**config.mk**
```make
export PLATFORM = sky130hd
export DESIGN_NAME = contour_extreme_points_flat
export DESIGN_NICKNAME = d
export VERILOG_FILES = /design/src/hdl/cep_pkg.sv /design/src/hdl/cep_point_if.sv /design/src/hdl/cep_corner_if.sv /design/src/hdl/contour_extreme_points.sv /design/src/hdl/cep_tracker.sv /design/src/hdl/cep_emitter.sv /design/src/flat_wrapper.sv
export SDC_FILE = /design/constraint.sdc
export NUM_CORES = 2
export LEC_CHECK = 0
export BUFFER_PORTS_ARGS = -buffer_cell sky130_fd_sc_hd__clkbuf_2
export CORE_MARGIN = 3
export CORE_UTILIZATION = 40
export CTS_CLUSTER_DIAMETER = 60
export DETAILED_ROUTE_END_ITERATION = 7
export PLACE_DENSITY = 0.62
export SLEW_MARGIN = 25
export SYNTH_ARGS = -nofsm -noshare
export SYNTH_HDL_FRONTEND = slang
export SYNTH_SLANG_ARGS = --single-unit
```
**constraint.sdc**
```tcl
create_clock -name clk -period 13.2 [get_ports clk]
set_input_delay 0 -clock clk [delete_from_list [all_inputs] [get_ports clk]]
set_output_delay 0 -clock clk [all_outputs]
set_load 0.01 [all_outputs]
```
**src/hdl/cep_pkg.sv**
```systemverilog
`timescale 1ns / 1ps

package cep_pkg;

  // Width of the coordinate fields on the point and corner channels.
  localparam int PORT_COORD_W = 12;

  // Default internal coordinate width.
  localparam int COORD_BITS_DEFAULT = 12;

  // Number of tracked extreme points.
  localparam int NUM_SLOTS = 8;
  localparam int SLOT_IDX_W = 3;

  // Slot order, which is also the order in which corners leave the block.
  localparam logic [SLOT_IDX_W-1:0] SLOT_UMIN_VMIN = 3'd0;
  localparam logic [SLOT_IDX_W-1:0] SLOT_UMIN_VMAX = 3'd1;
  localparam logic [SLOT_IDX_W-1:0] SLOT_UMAX_VMIN = 3'd2;
  localparam logic [SLOT_IDX_W-1:0] SLOT_UMAX_VMAX = 3'd3;
  localparam logic [SLOT_IDX_W-1:0] SLOT_VMIN_UMAX = 3'd4;
  localparam logic [SLOT_IDX_W-1:0] SLOT_VMIN_UMIN = 3'd5;
  localparam logic [SLOT_IDX_W-1:0] SLOT_VMAX_UMAX = 3'd6;
  localparam logic [SLOT_IDX_W-1:0] SLOT_VMAX_UMIN = 3'd7;

  // Configuration port.
  localparam int APB_ADDR_W = 3;
  localparam int APB_DATA_W = 32;
  localparam logic REG_DIAGONAL_MODE = 1'b0;  // word index, taken from paddr[2]

endpackage

```
**src/hdl/cep_point_if.sv**
```systemverilog
`timescale 1ns / 1ps

interface cep_point_if;
  logic                              valid;
  logic                              ready;
  logic [cep_pkg::PORT_COORD_W-1:0] point_x;
  logic [cep_pkg::PORT_COORD_W-1:0] point_y;
  logic                              last_point;

  modport source (output valid, point_x, point_y, last_point, input ready);
  modport sink (input valid, point_x, point_y, last_point, output ready);
endinterface

```
**src/hdl/cep_corner_if.sv**
```systemverilog
`timescale 1ns / 1ps

interface cep_corner_if;
  logic                              valid;
  logic                              ready;
  logic [cep_pkg::PORT_COORD_W-1:0] corner_x;
  logic [cep_pkg::PORT_COORD_W-1:0] corner_y;
  logic                              last_corner;

  modport source (output valid, corner_x, corner_y, last_corner, input ready);
  modport sink (input valid, corner_x, corner_y, last_corner, output ready);
endinterface

```
**src/hdl/contour_extreme_points.sv**
```systemverilog
`timescale 1ns / 1ps

// Contour extreme-point corner finder.
//
// Points of one contour arrive as words on the points channel (valid/ready),
// with last_point set on the contour's final point. Each point updates eight
// extreme points (topmost and bottommost of the leftmost and rightmost
// columns, leftmost and rightmost of the top and bottom rows; in diagonal
// mode the same along axes rotated by 45 degrees). On the last point the
// distinct extreme points leave on the corners channel, one word each, in a
// fixed slot order, with last_corner set on the final word of the contour.
//
// Throughput: one point word per cycle while no last point waits, set by the
// joint update of the eight slot registers. A last point waits in staging
// until the emitter has loaded the previous contour's final corner into its
// output register; the emitter first takes the slot snapshot, then loads at
// most one corner a cycle. With the emitter free, a last point passes the
// staging and snapshot registers before its first corner is output. A stalled
// receiver freezes the output register, and the staging register keeps taking
// points until another last point arrives. Reset clears the handshake state,
// slots, contour-started flag and diagonal_mode, which is written over APB at
// byte address 0 by the user only while idle; the block does not enforce it.

module contour_extreme_points #(
  parameter int COORD_BITS = cep_pkg::COORD_BITS_DEFAULT
) (
  input  logic                             clk,
  input  logic                             rst,
  cep_point_if.sink                        points,
  cep_corner_if.source                     corners,
  input  logic                             psel,
  input  logic                             penable,
  input  logic                             pwrite,
  input  logic [cep_pkg::APB_ADDR_W-1:0]   paddr,
  input  logic [cep_pkg::APB_DATA_W-1:0]   pwdata,
  output logic [cep_pkg::APB_DATA_W-1:0]   prdata,
  output logic                             pready
);

  logic                                         diagonal_mode;
  logic                                         emit_free;
  logic                                         snap_valid;
  logic [cep_pkg::NUM_SLOTS-1:0][2*COORD_BITS-1:0] snap_points;

  // Configuration register. paddr[2] is the word index; the byte offset bits
  // do not take part in the decode.
  assign pready = 1'b1;

  always_ff @(posedge clk) begin
    if (rst) begin
      diagonal_mode <= 1'b0;
    end else if (psel && penable && pwrite && pready &&
                 paddr[2] == cep_pkg::REG_DIAGONAL_MODE) begin
      diagonal_mode <= pwdata[0];
    end
  end

  assign prdata = (paddr[2] == cep_pkg::REG_DIAGONAL_MODE) ?
                  cep_pkg::APB_DATA_W'(diagonal_mode) : '0;

  // Staging register, slot registers and the per-point compare logic.
  cep_tracker #(
    .COORD_BITS (COORD_BITS)
  ) u_tracker (
    .clk           (clk),
    .rst           (rst),
    .diagonal_mode (diagonal_mode),
    .points        (points),
    .emit_free     (emit_free),
    .snap_valid    (snap_valid),
    .snap_points   (snap_points)
  );

  // Snapshot of the finished contour, duplicate removal and output register.
  cep_emitter #(
    .COORD_BITS (COORD_BITS)
  ) u_emitter (
    .clk         (clk),
    .rst         (rst),
    .snap_valid  (snap_valid),
    .snap_points (snap_points),
    .emit_free   (emit_free),
    .corners     (corners)
  );

endmodule

```
**src/hdl/cep_tracker.sv**
```systemverilog
`timescale 1ns / 1ps

module cep_tracker #(
  parameter int COORD_BITS = cep_pkg::COORD_BITS_DEFAULT
) (
  input  logic                                        clk,
  input  logic                                        rst,
  input  logic                                        diagonal_mode,
  cep_point_if.sink                                   points,
  input  logic                                        emit_free,
  output logic                                        snap_valid,
  output logic [cep_pkg::NUM_SLOTS-1:0][2*COORD_BITS-1:0] snap_points
);

  localparam int KW = COORD_BITS + 1;
  localparam int PW = 2 * COORD_BITS;
  localparam int NS = cep_pkg::NUM_SLOTS;

  // Point staging register.
  logic                  st_valid;
  logic [COORD_BITS-1:0] st_x;
  logic [COORD_BITS-1:0] st_y;
  logic                  st_last;
  logic                  st_go;

  logic                  started;
  logic [NS-1:0][PW-1:0] slot;
  logic [NS-1:0][PW-1:0] slot_next;

  logic [KW-1:0]         pu;
  logic [KW-1:0]         pv;
  logic [NS-1:0][KW-1:0] su;
  logic [NS-1:0][KW-1:0] sv;
  logic [PW-1:0]         pt;

  function automatic logic [KW-1:0] key_u(input logic [COORD_BITS-1:0] x,
                                         input logic [COORD_BITS-1:0] y,
                                         input logic diag);
    key_u = diag ? (KW'(x) + KW'(y)) : KW'(x);
  endfunction

  // y - x offset by 2^COORD_BITS so it never goes negative.
  function automatic logic [KW-1:0] key_v(input logic [COORD_BITS-1:0] x,
                                         input logic [COORD_BITS-1:0] y,
                                         input logic diag);
    key_v = diag ? (KW'(y) - KW'(x) + (KW'(1) << COORD_BITS)) : KW'(y);
  endfunction

  // A last point waits here while the previous contour's corners still drain.
  assign st_go        = st_valid && !(st_last && !emit_free);
  assign points.ready = !st_valid || st_go;

  always_ff @(posedge clk) begin
    if (rst) begin
      st_valid <= 1'b0;
    end else if (points.ready) begin
      st_valid <= points.valid;
    end
    if (points.ready && points.valid) begin
      st_x    <= COORD_BITS'({{COORD_BITS{1'b0}}, points.point_x});
      st_y    <= COORD_BITS'({{COORD_BITS{1'b0}}, points.point_y});
      st_last <= points.last_point;
    end
  end

  assign pt = {st_y, st_x};
  assign pu = key_u(st_x, st_y, diagonal_mode);
  assign pv = key_v(st_x, st_y, diagonal_mode);

  always_comb begin
    for (int i = 0; i < NS; i++) begin
      su[i] = key_u(slot[i][COORD_BITS-1:0], slot[i][PW-1:COORD_BITS], diagonal_mode);
      sv[i] = key_v(slot[i][COORD_BITS-1:0], slot[i][PW-1:COORD_BITS], diagonal_mode);
    end
  end

  // All compares read the old slot values; each group writes only its own pair.
  always_comb begin
    slot_next = slot;
    if (st_go) begin
      if (!started) begin
        for (int i = 0; i < NS; i++) begin
          slot_next[i] = pt;
        end
      end else begin
        if (pu < su[cep_pkg::SLOT_UMIN_VMIN]) begin
          slot_next[cep_pkg::SLOT_UMIN_VMIN] = pt;
          slot_next[cep_pkg::SLOT_UMIN_VMAX] = pt;
        end else if (pu == su[cep_pkg::SLOT_UMIN_VMIN]) begin
          if (pv > sv[cep_pkg::SLOT_UMIN_VMAX]) begin
            slot_next[cep_pkg::SLOT_UMIN_VMAX] = pt;
          end else if (pv < sv[cep_pkg::SLOT_UMIN_VMIN]) begin
            slot_next[cep_pkg::SLOT_UMIN_VMIN] = pt;
          end
        end

        if (pu > su[cep_pkg::SLOT_UMAX_VMIN]) begin
          slot_next[cep_pkg::SLOT_UMAX_VMIN] = pt;
          slot_next[cep_pkg::SLOT_UMAX_VMAX] = pt;
        end else if (pu == su[cep_pkg::SLOT_UMAX_VMIN]) begin
          if (pv > sv[cep_pkg::SLOT_UMAX_VMAX]) begin
            slot_next[cep_pkg::SLOT_UMAX_VMAX] = pt;
          end else if (pv < sv[cep_pkg::SLOT_UMAX_VMIN]) begin
            slot_next[cep_pkg::SLOT_UMAX_VMIN] = pt;
          end
        end

        if (pv < sv[cep_pkg::SLOT_VMIN_UMAX]) begin
          slot_next[cep_pkg::SLOT_VMIN_UMAX] = pt;
          slot_next[cep_pkg::SLOT_VMIN_UMIN] = pt;
        end else if (pv == sv[cep_pkg::SLOT_VMIN_UMAX]) begin
          if (pu > su[cep_pkg::SLOT_VMIN_UMAX]) begin
            slot_next[cep_pkg::SLOT_VMIN_UMAX] = pt;
          end else if (pu < su[cep_pkg::SLOT_VMIN_UMIN]) begin
            slot_next[cep_pkg::SLOT_VMIN_UMIN] = pt;
          end
        end

        if (pv > sv[cep_pkg::SLOT_VMAX_UMAX]) begin
          slot_next[cep_pkg::SLOT_VMAX_UMAX] = pt;
          slot_next[cep_pkg::SLOT_VMAX_UMIN] = pt;
        end else if (pv == sv[cep_pkg::SLOT_VMAX_UMAX]) begin
          if (pu > su[cep_pkg::SLOT_VMAX_UMAX]) begin
            slot_next[cep_pkg::SLOT_VMAX_UMAX] = pt;
          end else if (pu < su[cep_pkg::SLOT_VMAX_UMIN]) begin
            slot_next[cep_pkg::SLOT_VMAX_UMIN] = pt;
          end
        end
      end
    end
  end

  always_ff @(posedge clk) begin
    if (rst) begin
      started <= 1'b0;
      slot    <= '0;
    end else begin
      slot <= slot_next;
      if (st_go) begin
        started <= !st_last;
      end
    end
  end

  assign snap_valid  = st_go && st_last;
  assign snap_points = slot_next;

endmodule

```
**src/hdl/cep_emitter.sv**
```systemverilog
`timescale 1ns / 1ps

module cep_emitter #(
  parameter int COORD_BITS = cep_pkg::COORD_BITS_DEFAULT
) (
  input  logic                                        clk,
  input  logic                                        rst,
  input  logic                                        snap_valid,
  input  logic [cep_pkg::NUM_SLOTS-1:0][2*COORD_BITS-1:0] snap_points,
  output logic                                        emit_free,
  cep_corner_if.source                                corners
);

  localparam int PW = 2 * COORD_BITS;
  localparam int NS = cep_pkg::NUM_SLOTS;
  localparam int PC = cep_pkg::PORT_COORD_W;

  logic [NS-1:0][PW-1:0]         held;
  logic [NS-1:0]                 pending;
  logic [NS-1:0]                 distinct;
  logic [NS-1:0]                 eligible;
  logic [NS-1:0]                 rest;
  logic [cep_pkg::SLOT_IDX_W-1:0] sel;
  logic                          busy;
  logic                          take;

  logic                          out_valid;
  logic [PW-1:0]                 out_point;
  logic                          out_last;

  // A slot is a corner of its own only if no earlier slot holds the same point.
  always_comb begin
    for (int i = 0; i < NS; i++) begin
      distinct[i] = 1'b1;
      for (int j = 0; j < i; j++) begin
        if (held[j] == held[i]) begin
          distinct[i] = 1'b0;
        end
      end
    end
  end

  assign eligible = pending & distinct;
  assign rest     = eligible & (eligible - NS'(1));
  assign busy     = |eligible;
  assign emit_free = !busy;
  assign take     = busy && (!out_valid || corners.ready);

  always_comb begin
    sel = '0;
    for (int i = NS - 1; i >= 0; i--) begin
      if (eligible[i]) begin
        sel = cep_pkg::SLOT_IDX_W'(i);
      end
    end
  end

  always_ff @(posedge clk) begin
    if (rst) begin
      pending   <= '0;
      out_valid <= 1'b0;
    end else begin
      if (snap_valid) begin
        pending <= '1;
      end else if (take) begin
        pending <= rest;
      end
      if (take) begin
        out_valid <= 1'b1;
      end else if (corners.ready) begin
        out_valid <= 1'b0;
      end
    end
    if (snap_valid) begin
      held <= snap_points;
    end
    if (take) begin
      out_point <= held[sel];
      out_last  <= (rest == '0);
    end
  end

  assign corners.valid       = out_valid;
  assign corners.corner_x    = PC'({{PC{1'b0}}, out_point[COORD_BITS-1:0]});
  assign corners.corner_y    = PC'({{PC{1'b0}}, out_point[PW-1:COORD_BITS]});
  assign corners.last_corner = out_last;

endmodule
```
**src/flat_wrapper.sv**
```systemverilog
// flat-port wrapper written by rule: the top's interface ports become plain ports
module contour_extreme_points_flat 
#(
  parameter int COORD_BITS = cep_pkg::COORD_BITS_DEFAULT
)
  (clk, rst, psel, penable, pwrite, paddr, pwdata, prdata, pready, points_valid, points_point_x, points_point_y, points_last_point, points_ready, corners_valid, corners_corner_x, corners_corner_y, corners_last_corner, corners_ready);
  cep_point_if points_i ();
  cep_corner_if corners_i ();
  input  logic clk;
  input  logic rst;
  input  logic psel;
  input  logic penable;
  input  logic pwrite;
  input  logic [cep_pkg::APB_ADDR_W-1:0] paddr;
  input  logic [cep_pkg::APB_DATA_W-1:0] pwdata;
  output logic [cep_pkg::APB_DATA_W-1:0] prdata;
  output logic pready;
  input wire logic [$bits(points_i.valid)-1:0] points_valid;
  input wire logic [$bits(points_i.point_x)-1:0] points_point_x;
  input wire logic [$bits(points_i.point_y)-1:0] points_point_y;
  input wire logic [$bits(points_i.last_point)-1:0] points_last_point;
  output wire logic [$bits(points_i.ready)-1:0] points_ready;
  output wire logic [$bits(corners_i.valid)-1:0] corners_valid;
  output wire logic [$bits(corners_i.corner_x)-1:0] corners_corner_x;
  output wire logic [$bits(corners_i.corner_y)-1:0] corners_corner_y;
  output wire logic [$bits(corners_i.last_corner)-1:0] corners_last_corner;
  input wire logic [$bits(corners_i.ready)-1:0] corners_ready;
  assign points_i.valid = points_valid;
  assign points_i.point_x = points_point_x;
  assign points_i.point_y = points_point_y;
  assign points_i.last_point = points_last_point;
  assign points_ready = points_i.ready;
  assign corners_valid = corners_i.valid;
  assign corners_corner_x = corners_i.corner_x;
  assign corners_corner_y = corners_i.corner_y;
  assign corners_last_corner = corners_i.last_corner;
  assign corners_i.ready = corners_ready;
  contour_extreme_points #(.COORD_BITS(COORD_BITS)) u_core (.clk(clk), .rst(rst), .points(points_i), .corners(corners_i), .psel(psel), .penable(penable), .pwrite(pwrite), .paddr(paddr), .pwdata(pwdata), .prdata(prdata), .pready(pready));
endmodule
```
==> impl_metrics.ini <==
[synthesis]
synthCells = 4381
ys_ff_latch = 446
yosysSeqAreaShare_pct = 28.1
synth_flop_cell = edfxtp_1
netlist_area_sq_um = 40300
yosysUniqueCellTypes = 101
synth_edf_count = 242
ys.warnings.count = 0
ys_async_sr_fraction_pct = 0
synth.avg_cell_area_sq_um = 9.21

[placement]
placed_cells = 5452
io_buffer_count = 61
gp_congestion = 1.03
dp.final_hpwl_microns = 124000
dp_slack_ns = 6.08

[cts]
insertion_delay_ns = 0.69
cts_sinks = 446
clock_path_buffers = 3
clock-root-buffer = clkbuf_16
cts_resized = 0
htree_levels = 2
cts_made_buffers = 61
clk_pin_slew_ns = 0.06
cts_tree = built

[routing]
vias_per_cell = 6.22
routedWlPerCell_microns = 32.1
dr.pass1.iters = 8
drt_iter0_drc = 4742
vias = 34900
drc = 0
ant_nets = 0
drt_wl_total_microns = 180000

[finish]
fin_cells = 5611
n_fill_cell = 9553
final_nets = 4647
drive_gt1_share_pct = 9.40
final_common_cell = xor2_1
final_util_pct = 44.2
area_growth_pct = 8.58
final_cell_mix = xor2_1, mux2i_1, xnor2_1

[setup_path]
crit_buf_inv = 2
worstPathMaxFanout = 41
crit_top_cell = o21ai_0
critPathTopFamily = compound AO/OA/AOI/OAI gates
reg2reg_slack_ns = 5.92
startpoint_type = flop
path_class = reg -> reg
crit_path_max_incr_delay_ns = 0.69
cp_data_required_time_ns = 13.63
cp_cell_sequence = clkinv_1 > ha_1 > nor2b_1 > o21ai_0 > a21oi_1 > o21ai_0 > a21boi_0 > o21ai_0 > a21boi_0 > o21ai_0 > a21oi_1 > xor2_1 > mux2_2 > ha_1 > and4_1 > or4b_4 > a21oi_1 > nand2b_1 > a21boi_4 > buf_4 > mux2_2
critPathArrivalTime_ns = 7.71
slowest_stage = clkinv_1
cp-end-kind = flop

[min_path]
hold_path_class = in -> reg

[timing]
post-route-period-util_pct = 55.1
fin_setup_tns_ns = 0
fmax_ghz = 0.137
period_needed_ns = 7.28
worstMarginPinSlew_ns = 1.19
clock_skew_ns = 0.0426
whs_ns = 0.0328
slew_headroom_pct = 20.7
final-setup-viol-count = 0
fin_ws_ns = 5.92
finalMaxSlewViolations = 0
rsz0062_at_grt = false
hold_violations = 0

[global_route]
antenna_found_initial = 7
grt_pass1_wl_microns = 248000
grt_start_max_net_pins = 91
grt_pass1_vias = 32000
track_usage_pct = 33.6
grt_overflow = 0

[run_status]
status = complete, no violations

[floorplanning]
io_pins = 127
dieArea_sq_um = 105000
die_h_microns = 324
core_sq_um = 99100
fp-row-count = 115
initial_core_util_pct = 40.7
die_width_microns = 324

[run]
drv_cap = 0

[pwr]
leakagePower_nw = 17.4
vdd_drop_max_mv = 0.120
p_per_area_nw_per_um2 = 127
## worst reg2reg max path, cell delays in order (launching register included)
cell	delay, ns
edfxtp_1	0.60
clkinv_1	0.70
ha_1	0.55
nor2b_1	0.13
o21ai_0	0.23
a21oi_1	0.13
o21ai_0	0.23
a21boi_0	0.16
o21ai_0	0.25
a21boi_0	0.16
o21ai_0	0.24
a21oi_1	0.11
xor2_1	0.15
mux2_2	0.44
ha_1	0.38
and4_1	0.23
or4b_4	0.50
a21oi_1	0.15
nand2b_1	0.15
a21boi_4	0.42
buf_4	0.64
mux2_2	0.46
## state kept, by name, summed over array words and instances (netlist names)
| signal | count |
|---|---|
| u_core.u_tracker.st_y | 12 |
| u_core.u_tracker.started | 1 |
| u_core.u_emitter.pending | 8 |
| u_core.u_tracker.st_valid | 1 |
| u_core.u_tracker.st_last | 1 |
| u_core.u_tracker.st_x | 12 |
| u_core.u_emitter.held | 192 |
| u_core.u_emitter.corners.last_corner | 1 |
| u_core.u_tracker.slot | 192 |
| u_core.u_emitter.corners.valid | 1 |
| u_core.diagonal_mode | 1 |
| u_core.u_emitter.out_point | 24 |
## metal layers
metal	GRT usage [%]	part of all wire (%)	up-vias
li1	-	-	15200
met3	9.01	11	528
met1	44.7	41	16900
met4	18.5	6.7	0
met2	49.4	41	2245
met5	0	0	-
## final cells by class
class,count,area (sq um),share of cell area (%)
sequential,446,11400,25.9
clock inverter,42,512,1.17
inverter,163,619,1.41
multi-input combinational,3407,26600,60.7
timing repair buffer,189,1420,3.24
clock buffer,73,1660,3.80
tap,1287,1610,3.68
antenna,4,10.0,0.0229
## per-stage QoR
| stage | area, sq um | total power, W |
|---|---|---|
| after floorplan | 40400 | 0.00315 |
| after global placement | 41100 | 0.00374 |
| after detailed placement | 41200 | 0.00376 |
| after CTS | 43700 | 0.00553 |
| after global routing | 43800 | 0.00579 |
| final | 43800 | 0.00557 |
## synth_stat cells, types with 10 or more instances
cell      number  area share, %
a21o_1        24           0.45
nor2_1       191            1.8
o21ai_0      186            2.3
o21bai_1      17           0.32
o31ai_1       25           0.47
o21ai_1       23           0.29
and3_1        15           0.23
nor3b_1       11           0.20
dfxtp_1      204             10
buf_2        233            2.9
mux2_1        42            1.2
a21boi_0      17           0.32
a21oi_1      193            2.4
a31oi_1       28           0.43
o211ai_1      15           0.28
buf_4         47           0.87
buf_1         23           0.21
a211oi_1      26           0.48
o21a_1        42           0.78
inv_1        159            1.5
nand2b_1     177            2.7
nand3_1       52           0.65
nor4_1       117            1.8
maj3_1        10           0.25
nor2b_1      104            1.6
fa_1          14           0.69
xnor2_1      335            7.3
ha_1         298            9.2
nand2_1      144            1.3
nor3_1        89            1.1
mux2_2        86            2.4
edfxtp_1     242             18
xor2_1       430            9.3
clkbuf_1      76           0.71
or3_1         33           0.51
mux2i_1      366            9.1
nand4_1      112            1.7
## worst paths after layout
kind                                  start  depth (start not counted)                         end
setup / recovery   u_core.u_tracker.st_x[1]                         21  u_core.u_emitter.held[163]
hold / removal            points_point_x[5]                          2    u_core.u_tracker.st_x[5]
hold reg to reg   u_core.u_tracker.slot[76]                          2   u_core.u_tracker.slot[76]
setup reg to reg   u_core.u_tracker.st_x[1]                         21  u_core.u_emitter.held[163]
## power breakdown
part           internal [W]  switching (W)
sequential          0.00164       0.000289
clock               0.00104       0.000721
combinational      0.000773        0.00111
## cells by family after synthesis
kind of cell	count (synthesis)	share of synthesized area, %
buffers and inverters	558	6.51
adder cells (fa/ha/maj)	323	10.2
AO/OA/AOI/OAI	704	11.2
flip-flops	446	28.1
XOR/XNOR	766	16.7
multiplexers	494	12.7
AND/OR/NAND/NOR	1088	14.6
other	2	0.0186
## timing repair
| item | 4_1_cts | 5_1_grt |
|---|---|---|
| hold buffers | 37 | 0 |
| endpoints found under the hold margin | 104 | 0 |
| setup buffers | 0 | 0 |
Power figures use the tool's default switching activity.
